$ cat config.mk
export PLATFORM = sky130hd
export DESIGN_NAME = profile_valley_finder
export DESIGN_NICKNAME = d
export VERILOG_FILES = /design/src/hw/rtl/pvf_pkg.sv /design/src/hw/rtl/profile_valley_finder.sv
export SDC_FILE = /design/constraint.sdc
export NUM_CORES = 1
export LEC_CHECK = 0
export ABC_AREA = 1
export CORE_MARGIN = 4
export CORE_UTILIZATION = 45
export CTS_CLUSTER_SIZE = 20
export DETAILED_ROUTE_END_ITERATION = 6
export DONT_BUFFER_PORTS = 1
export HOLD_SLACK_MARGIN = 0.1
export PLACE_DENSITY_LB_ADDON = 0.05
export SETUP_SLACK_MARGIN = 0.4
export SLEW_MARGIN = 20
export SYNTH_ARGS = -nofsm -noshare
export SYNTH_HDL_FRONTEND = slang
export SYNTH_SLANG_ARGS = --single-unit
$ cat constraint.sdc
create_clock -name i_clk -period 2.6 [get_ports i_clk]
set_input_delay 0.78 -clock i_clk [delete_from_list [all_inputs] [get_ports i_clk]]
set_output_delay 0.78 -clock i_clk [all_outputs]
set_load 0.01 [all_outputs]
$ cat src/hw/rtl/pvf_pkg.sv
// ----------------------------------------------------------------------------
// pvf_pkg
// Shared widths, register indexes and result codes of the profile valley finder.
// ----------------------------------------------------------------------------
package pvf_pkg;

    localparam int unsigned POS_BITS    = 10;
    localparam int unsigned SAMPLE_BITS = 16;
    localparam int unsigned CEIL_BITS   = 16;
    localparam int unsigned CFG_IDX_BITS  = 2;
    localparam int unsigned CFG_DATA_BITS = 16;

    localparam logic [CEIL_BITS-1:0] CEIL_RESET = CEIL_BITS'(10000);

    typedef enum logic [CFG_IDX_BITS-1:0] {
        CFG_START_INDEX    = 2'd0,
        CFG_SCAN_DIRECTION = 2'd1,
        CFG_VALUE_CEILING  = 2'd2
    } t_cfg_index;

    typedef enum logic [1:0] {
        OUTCOME_VALLEY = 2'd0,
        OUTCOME_CHANGE = 2'd1,
        OUTCOME_NONE   = 2'd2
    } t_outcome;

endpackage

$ cat src/hw/rtl/profile_valley_finder.sv
// ----------------------------------------------------------------------------
// profile_valley_finder
// Scans profile samples and reports the deepest flat-bottomed valley below a
// ceiling, or the latest change point when no valley qualifies.
// ----------------------------------------------------------------------------
// result: registered on the output in the cycle after its last sample is
//   accepted
// throughput: one sample per cycle; scan state is updated in the accept cycle
//   and the result register frees the input side unless a result is stalled
// reset: synchronous active low; clears scan state and the output valid, and
//   loads the registers with start 0, ascending, ceiling 10000
module profile_valley_finder (
    input  logic                                i_clk,
    input  logic                                i_rst_n,
    input  logic                                i_cfg_we,
    input  logic [pvf_pkg::CFG_IDX_BITS-1:0]    i_cfg_index,
    input  logic [pvf_pkg::CFG_DATA_BITS-1:0]   i_cfg_data,
    input  logic                                i_in_valid,
    output logic                                o_in_ready,
    input  logic [pvf_pkg::SAMPLE_BITS-1:0]     i_sample_value,
    input  logic                                i_is_last,
    output logic                                o_out_valid,
    input  logic                                i_out_ready,
    output logic [pvf_pkg::POS_BITS-1:0]        o_valley_position,
    output logic [1:0]                          o_outcome
);
    import pvf_pkg::*;

    // configuration
    logic [POS_BITS-1:0]    r_start_index;
    logic                   r_scan_dir;
    logic [CEIL_BITS-1:0]   r_ceiling;

    // scan state
    logic [SAMPLE_BITS-1:0] r_prev,      n_prev;
    logic                   r_have_prev, n_have_prev;
    logic [POS_BITS-1:0]    r_chg_pos,   n_chg_pos;
    logic                   r_chg_seen,  n_chg_seen;
    logic [SAMPLE_BITS-1:0] r_best_val,  n_best_val;
    logic [POS_BITS-1:0]    r_best_pos,  n_best_pos;
    logic                   r_best_valid, n_best_valid;
    logic [POS_BITS-1:0]    r_cur_pos,   n_cur_pos;

    // result register
    logic                   r_out_valid;
    logic [POS_BITS-1:0]    r_out_pos,   n_out_pos;
    t_outcome               r_outcome,   n_outcome;

    logic                   in_accept;
    logic [POS_BITS-1:0]    pos;
    logic [SAMPLE_BITS-1:0] prev_eff;
    logic [POS_BITS-1:0]    chg_pos_eff;
    logic                   fall;
    logic                   rise;
    logic                   take;

    assign o_in_ready = !r_out_valid || i_out_ready;
    assign in_accept  = i_in_valid && o_in_ready;

    always_comb begin
        // first sample of a scan sits at the start index and is its own reference
        if (r_have_prev) begin
            pos = r_scan_dir ? (r_cur_pos - POS_BITS'(1)) : (r_cur_pos + POS_BITS'(1));
            prev_eff    = r_prev;
            chg_pos_eff = r_chg_pos;
        end else begin
            pos         = r_start_index;
            prev_eff    = i_sample_value;
            chg_pos_eff = r_start_index;
        end

        fall = i_sample_value < prev_eff;
        rise = i_sample_value > prev_eff;
        take = rise && ({{(32-SAMPLE_BITS){1'b0}}, prev_eff} <
                        {{(32-CEIL_BITS){1'b0}}, r_ceiling})
                    && (!r_best_valid || prev_eff < r_best_val);

        n_prev       = i_sample_value;
        n_cur_pos    = pos;
        n_chg_pos    = (fall || rise) ? pos : chg_pos_eff;
        n_chg_seen   = r_chg_seen || fall || rise;
        n_best_val   = take ? prev_eff : r_best_val;
        n_best_pos   = take ? chg_pos_eff : r_best_pos;
        n_best_valid = r_best_valid || take;
        n_have_prev  = 1'b1;

        if (n_best_valid) begin
            n_out_pos = n_best_pos;
            n_outcome = OUTCOME_VALLEY;
        end else if (n_chg_seen) begin
            n_out_pos = n_chg_pos;
            n_outcome = OUTCOME_CHANGE;
        end else begin
            n_out_pos = '0;
            n_outcome = OUTCOME_NONE;
        end

        // the last sample closes the scan
        if (i_is_last) begin
            n_have_prev  = 1'b0;
            n_chg_seen   = 1'b0;
            n_best_valid = 1'b0;
        end
    end

    always_ff @(posedge i_clk) begin
        if (!i_rst_n) begin
            r_start_index <= '0;
            r_scan_dir    <= 1'b0;
            r_ceiling     <= CEIL_RESET;
        end else if (i_cfg_we) begin
            case (i_cfg_index)
                CFG_START_INDEX:    r_start_index <= i_cfg_data[POS_BITS-1:0];
                CFG_SCAN_DIRECTION: r_scan_dir    <= i_cfg_data[0];
                CFG_VALUE_CEILING:  r_ceiling     <= i_cfg_data[CEIL_BITS-1:0];
                default: begin
                end
            endcase
        end
    end

    always_ff @(posedge i_clk) begin
        if (!i_rst_n) begin
            r_prev       <= '0;
            r_have_prev  <= 1'b0;
            r_chg_pos    <= '0;
            r_chg_seen   <= 1'b0;
            r_best_val   <= '0;
            r_best_pos   <= '0;
            r_best_valid <= 1'b0;
            r_cur_pos    <= '0;
        end else if (in_accept) begin
            r_prev       <= n_prev;
            r_have_prev  <= n_have_prev;
            r_chg_pos    <= n_chg_pos;
            r_chg_seen   <= n_chg_seen;
            r_best_val   <= n_best_val;
            r_best_pos   <= n_best_pos;
            r_best_valid <= n_best_valid;
            r_cur_pos    <= n_cur_pos;
        end
    end

    always_ff @(posedge i_clk) begin
        if (!i_rst_n) begin
            r_out_valid <= 1'b0;
        end else if (in_accept && i_is_last) begin
            r_out_valid <= 1'b1;
        end else if (i_out_ready) begin
            r_out_valid <= 1'b0;
        end
    end

    always_ff @(posedge i_clk) begin
        if (in_accept && i_is_last) begin
            r_out_pos <= n_out_pos;
            r_outcome <= n_outcome;
        end
    end

    assign o_out_valid       = r_out_valid;
    assign o_valley_position = r_out_pos;
    assign o_outcome         = r_outcome;

    // a last request always produces a result on the next cycle
    a_last_gives_result: assert property (@(posedge i_clk) disable iff (!i_rst_n)
        in_accept && i_is_last |=> o_out_valid)
        else $error("last request did not produce a result");

    // a last request closes the scan
    a_last_clears_scan: assert property (@(posedge i_clk) disable iff (!i_rst_n)
        in_accept && i_is_last |=> !r_have_prev && !r_best_valid && !r_chg_seen)
        else $error("scan state not cleared after last request");

    // a valley needs a rise, so it implies a seen change
    a_best_needs_change: assert property (@(posedge i_clk) disable iff (!i_rst_n)
        r_best_valid |-> r_chg_seen)
        else $error("valley recorded without a change");

    // the none outcome carries position zero
    a_none_pos_zero: assert property (@(posedge i_clk) disable iff (!i_rst_n)
        o_out_valid && o_outcome == OUTCOME_NONE |-> o_valley_position == '0)
        else $error("none outcome with nonzero position");

endmodule

# Word-level counts from Yosys, hierarchy flattened
# Cells that the tools add are included.
# totals
elab_cells	54
output_inout_bits	14
regBits	105
# classes
n_eq_ne	2
muxes	14
n_addsub	2
reduce_logical	18
n_lt_le_gt_ge	4
# op_table
cell	n
$mux 10	7
$lt 16x16->1	3
$gt 16x16->1	1
$mux 16	1
$add 10x1->10 const B	1
$sub 10x1->10 const B	1
$reduce_and 2->1	4
$logic_or 1x1->1	6
$mux 1	5
$logic_and 1x1->1	4
$eq 2x1->1 const B	1
$eq 2x2->1 const B	1
$logic_not 1->1	2
$logic_not 2->1	1
$mux 2	1
$reduce_bool 2->1	1

# Longest topological paths before layout
# Gate-level depths: netlist of the first run.
# depth
ltp_word	6
depth_mapped	21

# Worst setup path before layout of the first run
# OpenSTA, ideal clock, no wires.
# synth_path
path_type	input to register
start	input i_sample_value[9] in the netlist's numbering
end	register r_out_pos[7] (netlist: o_valley_position[7]), data pin
t_arrival_ps	2500
setup_ps	253
required_time_ps	2347
path_buffers	2
slack_ps	-153
path_stages	17
path_cell_list	o21ai_0 -> inv_1 -> ha_1 -> nand2_1 -> nand2_1 -> nand2_1 -> nand2_1 -> nand2_1 -> nand3_1 -> nor2_1 -> nand2_1 -> a21oi_4 -> buf_6 -> buf_6 -> nand3_1 -> nand3_1 -> nand2_1
# synth_between
elab_chain_cells	6
word_cells_on_any_way	16
cone_classes	4 x order compare; 5 x mux; 7 x reduce/logical
# synth_lines
item	line_no	rtl
start: declaration	profile_valley_finder.sv:20	input logic [pvf_pkg::SAMPLE_BITS-1:0] i_sample_value,
$mux 16 *	profile_valley_finder.sv:62	if (r_have_prev) begin
net prev_eff[9]	profile_valley_finder.sv:51	logic [SAMPLE_BITS-1:0] prev_eff;
$lt 16x16->1, or another cell as far along	profile_valley_finder.sv:72	fall = i_sample_value < prev_eff;
$logic_or 1x1->1, or another cell as far along	profile_valley_finder.sv:80	n_chg_pos = (fall || rise) ? pos : chg_pos_eff;
$mux 10, or another cell as far along	profile_valley_finder.sv:80	
$mux 10, or another cell as far along	profile_valley_finder.sv:90	end else if (n_chg_seen) begin
$mux 10 *	profile_valley_finder.sv:87	if (n_best_valid) begin
net n_out_pos[7]	profile_valley_finder.sv:46	logic [POS_BITS-1:0] r_out_pos, n_out_pos;
end signal: assignment	profile_valley_finder.sv:156	r_out_pos <= n_out_pos;
end: declaration	profile_valley_finder.sv:46	
# The timed path passes the listed nets; every way through them passes the cells marked *.
# A chain may end at the register's enable or synchronous reset.

# Final worst setup path of the first run
# layout_path
start	register r_have_prev
end	register r_out_pos[1] (netlist: o_valley_position[1]), data pin
# layout_between
elab_chain_cells	6
word_cells_on_any_way	18
cone_classes	4 x order compare; 7 x mux; 7 x reduce/logical
# layout_lines
item	line_no	rtl
start: declaration	profile_valley_finder.sv:36	logic r_have_prev, n_have_prev;
start signal: assignment	profile_valley_finder.sv:134	r_have_prev <= n_have_prev;
$mux 16 *	profile_valley_finder.sv:62	
net prev_eff[0]	profile_valley_finder.sv:51	
$lt 16x16->1, or another cell as far along	profile_valley_finder.sv:72	
$logic_or 1x1->1, or another cell as far along	profile_valley_finder.sv:80	
$mux 10, or another cell as far along	profile_valley_finder.sv:80	
$mux 10, or another cell as far along	profile_valley_finder.sv:90	
$mux 10 *	profile_valley_finder.sv:87	
net n_out_pos[1]	profile_valley_finder.sv:46	
# Marked as above.

==> results of run 1 <==
## sequential cells by signal, indices dropped and copies added, names as in the netlist
signal / cells
r_ceiling: 16
o_outcome: 2
r_best_valid: 1
r_scan_dir: 1
r_chg_seen: 1
r_prev: 16
o_valley_position: 10
r_cur_pos: 10
o_out_valid: 1
r_best_val: 16
r_chg_pos: 10
r_start_index: 10
r_best_pos: 10
r_have_prev: 1
## synthesized netlist by cell type, drive strengths merged, types with 12 or more instances
cell type	n
dfxtp	93
buf	22
edfxtp	12
o21ai	104
clkbuf	23
a21oi	58
ha	54
inv	151
nand3	41
nand2	175
or2	16
nand4	30
nor2	126
## cell type report
cell class / instances / area, um^2 / share of cell area
Sequential cell: 105 / 2230 / 0.268
Multi-Input combinational cell: 630 / 4260 / 0.512
Clock inverter: 6 / 45.0 / 0.00541
Timing Repair inverter: 1 / 7.51 / 0.000902
Tap cell: 180 / 225 / 0.0271
Inverter: 152 / 587 / 0.0705
Clock buffer: 10 / 229 / 0.0275
Timing Repair Buffer: 64 / 738 / 0.0887
## routing by layer
layer,up-vias,share of wire,track usage
met5,-,0,0
met4,0,0.027,0.0858
met3,37,0.050,0.0489
met2,144,0.51,0.397
met1,2847,0.41,0.259
li1,3055,-,-
## worst min-delay path by stage
stage	startpoint	end	slack, ns	cells past startpoint
2_1_floorplan	r_ceiling[15]$_SDFFE_PN0P_	r_ceiling[15]$_SDFFE_PN0P_	0.43	2
3_3_place_gp	r_ceiling[1]$_SDFFE_PN0P_	r_ceiling[1]$_SDFFE_PN0P_	0.45	2
3_5_place_dp	r_ceiling[1]$_SDFFE_PN0P_	r_ceiling[1]$_SDFFE_PN0P_	0.46	2
4_1_cts	r_ceiling[1]$_SDFFE_PN0P_	r_ceiling[1]$_SDFFE_PN0P_	0.47	2
5_1_grt	r_ceiling[1]$_SDFFE_PN0P_	r_ceiling[1]$_SDFFE_PN0P_	0.51	2
6_report	r_ceiling[1]$_SDFFE_PN0P_	r_ceiling[1]$_SDFFE_PN0P_	0.46	2
## power by group through the flow
stage	logic [mW]	clock network (mW)	registers (mW)
2_1_floorplan	0.822	0	1.85
4_1_cts	1.19	1.32	1.83
3_3_place_gp	1.06	0	1.86
3_5_place_dp	1.08	0	1.87
6_report	1.48	1.29	1.83
5_1_grt	1.64	1.39	1.84
## cell usage in the layout, fill, tap and decap left out, types with 20 or more instances in the layout
cell / n
nand2_1: 125
inv_1: 112
nor2_1: 112
dfxtp_1: 91
o21ai_0: 72
a21oi_1: 52
buf_4: 41
inv_2: 35
ha_1: 33
nand4_1: 30
nand2_4: 27
nand3_1: 26
nand2_2: 23
ha_4: 20
## kinds of logic after synthesis
family,after synthesis,share of synthesized area
AOI/OAI and AO/OA,180,0.149
DFF,105,0.348
and+or+nand+nor,393,0.262
buffers and inverters,197,0.129
xor gates and xnor gates,2,0.00274
adders and majority gates,55,0.109
## critical path, stage by stage (launching register included)
cell,delay [ns]
dfxtp_4,0.39
buf_12,0.14
buf_16,0.15
nand2_4,0.06
nand2_2,0.06
ha_1,0.29
nand2_2,0.07
nor2_2,0.09
nand4_1,0.21
buf_4,0.21
inv_4,0.06
nand2_4,0.06
buf_12,0.13
nor2_4,0.16
clkinvlp_4,0.24
nand3_2,0.13
nand2_1,0.06
## metrics by stage
step	util	std cells
global route	0.599	1148
CTS	0.550	1134
floorplan	-	932
detailed placement	0.500	1109
global placement	0.500	1109
finish	0.599	1148
## repair_timing
item / 4_1_cts / 5_1_grt
cloned: 4 / 5
setup endpoints to repair: 50 / 55
gates resized for setup: 68 / 151
pin swaps: 20 / 61
hold endpoints to repair: 0 / 0
buffers inserted: 5 / 9
==> results.ini, run 1 <==
[pwr]
p_leak_nw = 3.78
intPower_mw = 3.06
p_sw_mw = 1.54
combPwrFrac = 0.321
p_seq_frac = 0.398
power_mw = 4.60
power_density_mw_per_mm2 = 553
power.share.clock = 0.281
ir_drop_mv = 0.338
switching_share = 0.336

[floorplanning]
core_mm2 = 0.0139
rows = 43
ioPinCount = 54
start_util = 0.460
die_w_um = 127
fp.dieH_um = 127
die_area_mm2 = 0.0162

[global_routing]
grt_pass1_wl_um = 28700
grt_overflow = 0
grt_start_max_net_pins = 75
grt_pass1_vias = 5847
antenna_found_initial = 0
grt_usage = 0.222

[routing]
drt_first_iter_violations = 389
drt_first_pass_iters = 5
postRouteAntennaNets = 0
drc_errors = 0
viasPerCell = 5.30
routed_wl_um = 18900
via_count = 6083
wire_per_inst_um = 16.5

[sta]
finalSetupViolCount = 40
fin_skew_ns = 0.00671
rsz0062_at_grt = true
tightest_slew_ns = 0.617
maxSlewViolCount = 0
layout_min_cycle_time_ns = 2.76
finalHoldViolCount = 0
period_share = 1.06
setup_ws_ns = -0.160
fmax_ghz = 0.362
setup_tns_ns = -3.95
whs_ns = 0.465
timing.slew.headroom = 0.588

[synthesis]
synth_top_area_share = 0.291
synth_async_sr_flop_share = 0
synth.largest_area_cell = dfxtp_1
avgSynthCellArea_um2 = 6.85
post_synth_num_cell_types = 35
syn_nets = 1027
yosysWarningCount = 0
synth_edf_count = 12
synth.area.top_cells = dfxtp_1 29%, ha_1 11%, nand2_1 10%
ys.flop_type = dfxtp_1
seq_area_frac_synth = 0.348
syn_area_mm2 = 0.00639
syn_inst = 932
synth-seq-cells = 105

[layout]
area_growth_pct = 30.2
finalInstanceArea_mm2 = 0.00832
nets = 1058
n_antenna_cell = 0
drive_gt1_frac = 0.279
fillers = 1257

[setup_path]
end_kind = flop
ff2ff_path_depth = 16
worstSetupStartpointType = flop
path_class = flop to flop
crit_path_start = r_have_prev$_SDFFE_PN0P_
endpoint = o_valley_position[1]$_DFFE_PP_
cp.required_ns = 2.72
reg2reg_slack_ns = -0.16
path_max_fanout = 8
r2r_end = o_valley_position[1]$_DFFE_PP_
r2r-start = r_have_prev$_SDFFE_PN0P_
crit_arrival_ns = 2.88

[cts]
clock_path_buffers = 2
cts_buffers = 9
clkTransAtPathRegs_ns = 0.07
cts_hold_buf = 0
clock-sinks = 105
clk_latency_ns = 0.36
cts_root_buf = clkbuf_16
cts_tree = done
htree_levels = 3

[placed_design]
post-place-ws_ns = -0.253
dpl.hpwl_um = 12900
placed_area_mm2 = 0.00695
gp_congestion = 0.939
io_buffers = 0

[run_status]
violations = negative setup slack
status = finished, violations left

[hold_path]
holdCritPathClass = flop to flop

[flow_run]
maxCapViolCount = 0

No activity file was read; power rests on OpenSTA's default activity.
==> run 2, diff against run 1 <==
--- a/config.mk
+++ b/config.mk
@@ -13,6 +13,7 @@
 export DONT_BUFFER_PORTS = 1
 export HOLD_SLACK_MARGIN = 0.1
 export PLACE_DENSITY_LB_ADDON = 0.05
+export RECOVER_POWER = 25
 export SETUP_SLACK_MARGIN = 0.4
 export SLEW_MARGIN = 20
 export SYNTH_ARGS = -nofsm -noshare
==> results.ini, run 2 (same netlist as run 1, synthesis figures left out) <==
[setup_path]
end_kind = flop
cp.required_ns = 2.72
crit_arrival_ns = 2.87
r2r-start = r_have_prev$_SDFFE_PN0P_
worstSetupStartpointType = flop
crit_path_start = r_have_prev$_SDFFE_PN0P_
path_class = flop to flop
path_max_fanout = 8

[cts]
cts_hold_buf = 0
clk_latency_ns = 0.36
htree_levels = 3
cts_root_buf = clkbuf_16
clock-sinks = 105
cts_buffers = 9
cts_tree = done
clkTransAtPathRegs_ns = 0.07
clock_path_buffers = 2

[routing]
viasPerCell = 5.29
wire_per_inst_um = 16.5
postRouteAntennaNets = 0
routed_wl_um = 18900
drc_errors = 0
via_count = 6068
drt_first_iter_violations = 416
drt_first_pass_iters = 5

[floorplanning]
core_mm2 = 0.0139
die_w_um = 127
start_util = 0.460
die_area_mm2 = 0.0162
fp.dieH_um = 127
ioPinCount = 54
rows = 43

[layout]
regArea_mm2 = 0.00223
n_antenna_cell = 0
fillers = 1255
nets = 1058
finalInstanceArea_mm2 = 0.00831
final_common_cell = nand2_1
final_cell_mix = 125 x nand2_1, 112 x inv_1, 112 x nor2_1
area_growth_pct = 30.1
drive_gt1_frac = 0.277
top_regs = r_best_val x16, r_ceiling x16, r_prev x16
multiInputGateArea_mm2 = 0.00426

[pwr]
ir_drop_mv = 0.334
power_density_mw_per_mm2 = 553
p_leak_nw = 3.77
power_mw = 4.60

[global_routing]
antenna_found_initial = 0
grt_start_max_net_pins = 75
grt_pass1_vias = 5847
grt_pass1_wl_um = 28700
grt_usage = 0.222
grt_overflow = 0

[sta]
finalSetupViolCount = 39
tightest_slew_ns = 0.676
maxSlewViolCount = 0
timing.slew.headroom = 0.549
period_share = 1.06
fin_skew_ns = 0.00762
rsz0062_at_grt = true
layout_min_cycle_time_ns = 2.76
finalHoldViolCount = 0
setup_ws_ns = -0.159
fmax_ghz = 0.362

[placed_design]
gp_congestion = 0.939
post-place-ws_ns = -0.253
dpl.hpwl_um = 12900
placed_area_mm2 = 0.00695
io_buffers = 0

[hold_path]
hold_path.startpoint = r_ceiling[1]$_SDFFE_PN0P_
holdCritPathClass = flop to flop

[run_status]
violations = negative setup slack
status = finished, violations left

[flow_run]
maxCapViolCount = 0

-- run 2: changes by cell type in the layout (fill, tap and decap cells not counted), sizes merged --
cell,before,now
buf,59,57
clkbuf,14,16
-- run 2: final cells by class --
type,count,share of cell area
repair buffers,64,0.0879
clock buffers,10,0.0275
inverters,152,0.0706
repair inverters,1,0.000903
well taps,180,0.0271
flip-flops and latches,105,0.268
multi-input cells,630,0.513
clock inverters,6,0.00542
-- run 2: repair_timing --
action | in CTS | in global routing
setup buffers | 5 | 9
cloned | 4 | 5
setup endpoints to repair | 50 | 55
gates resized for setup | 68 | 151
pin swaps | 20 | 61
-- run 2: per-layer routing --
metal / wire length (um) / track usage / vias to the layer above
li1: - / - / 3051
met1: 7900 / 0.259 / 2846
met5: 0 / 0 / -
met4: 501 / 0.0858 / 0
met3: 796 / 0.0489 / 36
met2: 9730 / 0.397 / 135
-- run 2: power breakdown --
group	total (mW)	switching [mW]	internal (mW)
clock network	1.29	0.637	0.652
registers	1.83	0.0626	1.77
logic	1.48	0.844	0.636
-- run 2: worst max-delay path: stages, from the launching register on --
cell	delay, ns
dfxtp_4	0.39
buf_12	0.14
buf_16	0.15
nand2_4	0.06
nand2_2	0.06
ha_1	0.29
nand2_2	0.06
nor2_2	0.09
nand4_1	0.21
buf_4	0.21
inv_4	0.06
nand2_4	0.06
buf_12	0.13
nor2_4	0.16
clkinvlp_4	0.24
nand3_2	0.14
nand2_1	0.06
-- run 2: path summary, 6_finish.rpt --
check                                         to  slack [ns]  depth (start not counted)
setup reg to reg  o_valley_position[1]$_DFFE_PP_       -0.16                         16
hold / removal         r_ceiling[1]$_SDFFE_PN0P_        0.47                          2
hold reg to reg        r_ceiling[1]$_SDFFE_PN0P_        0.47                          2
setup / recovery  o_valley_position[1]$_DFFE_PP_       -0.16                         16
-- run 2: per-stage QoR --
| step | instances | hold slack (ns) | setup TNS, ns | util |
|---|---|---|---|---|
| floorplan | 932 | 0.433 | 0 | - |
| CTS | 1134 | 0.468 | -2.20 | 0.550 |
| detailed placement | 1109 | 0.458 | -8.11 | 0.500 |
| finish | 1148 | 0.466 | -4.12 | 0.599 |
| global route | 1148 | 0.506 | -10.09 | 0.599 |
| global placement | 1109 | 0.449 | -7.18 | 0.500 |
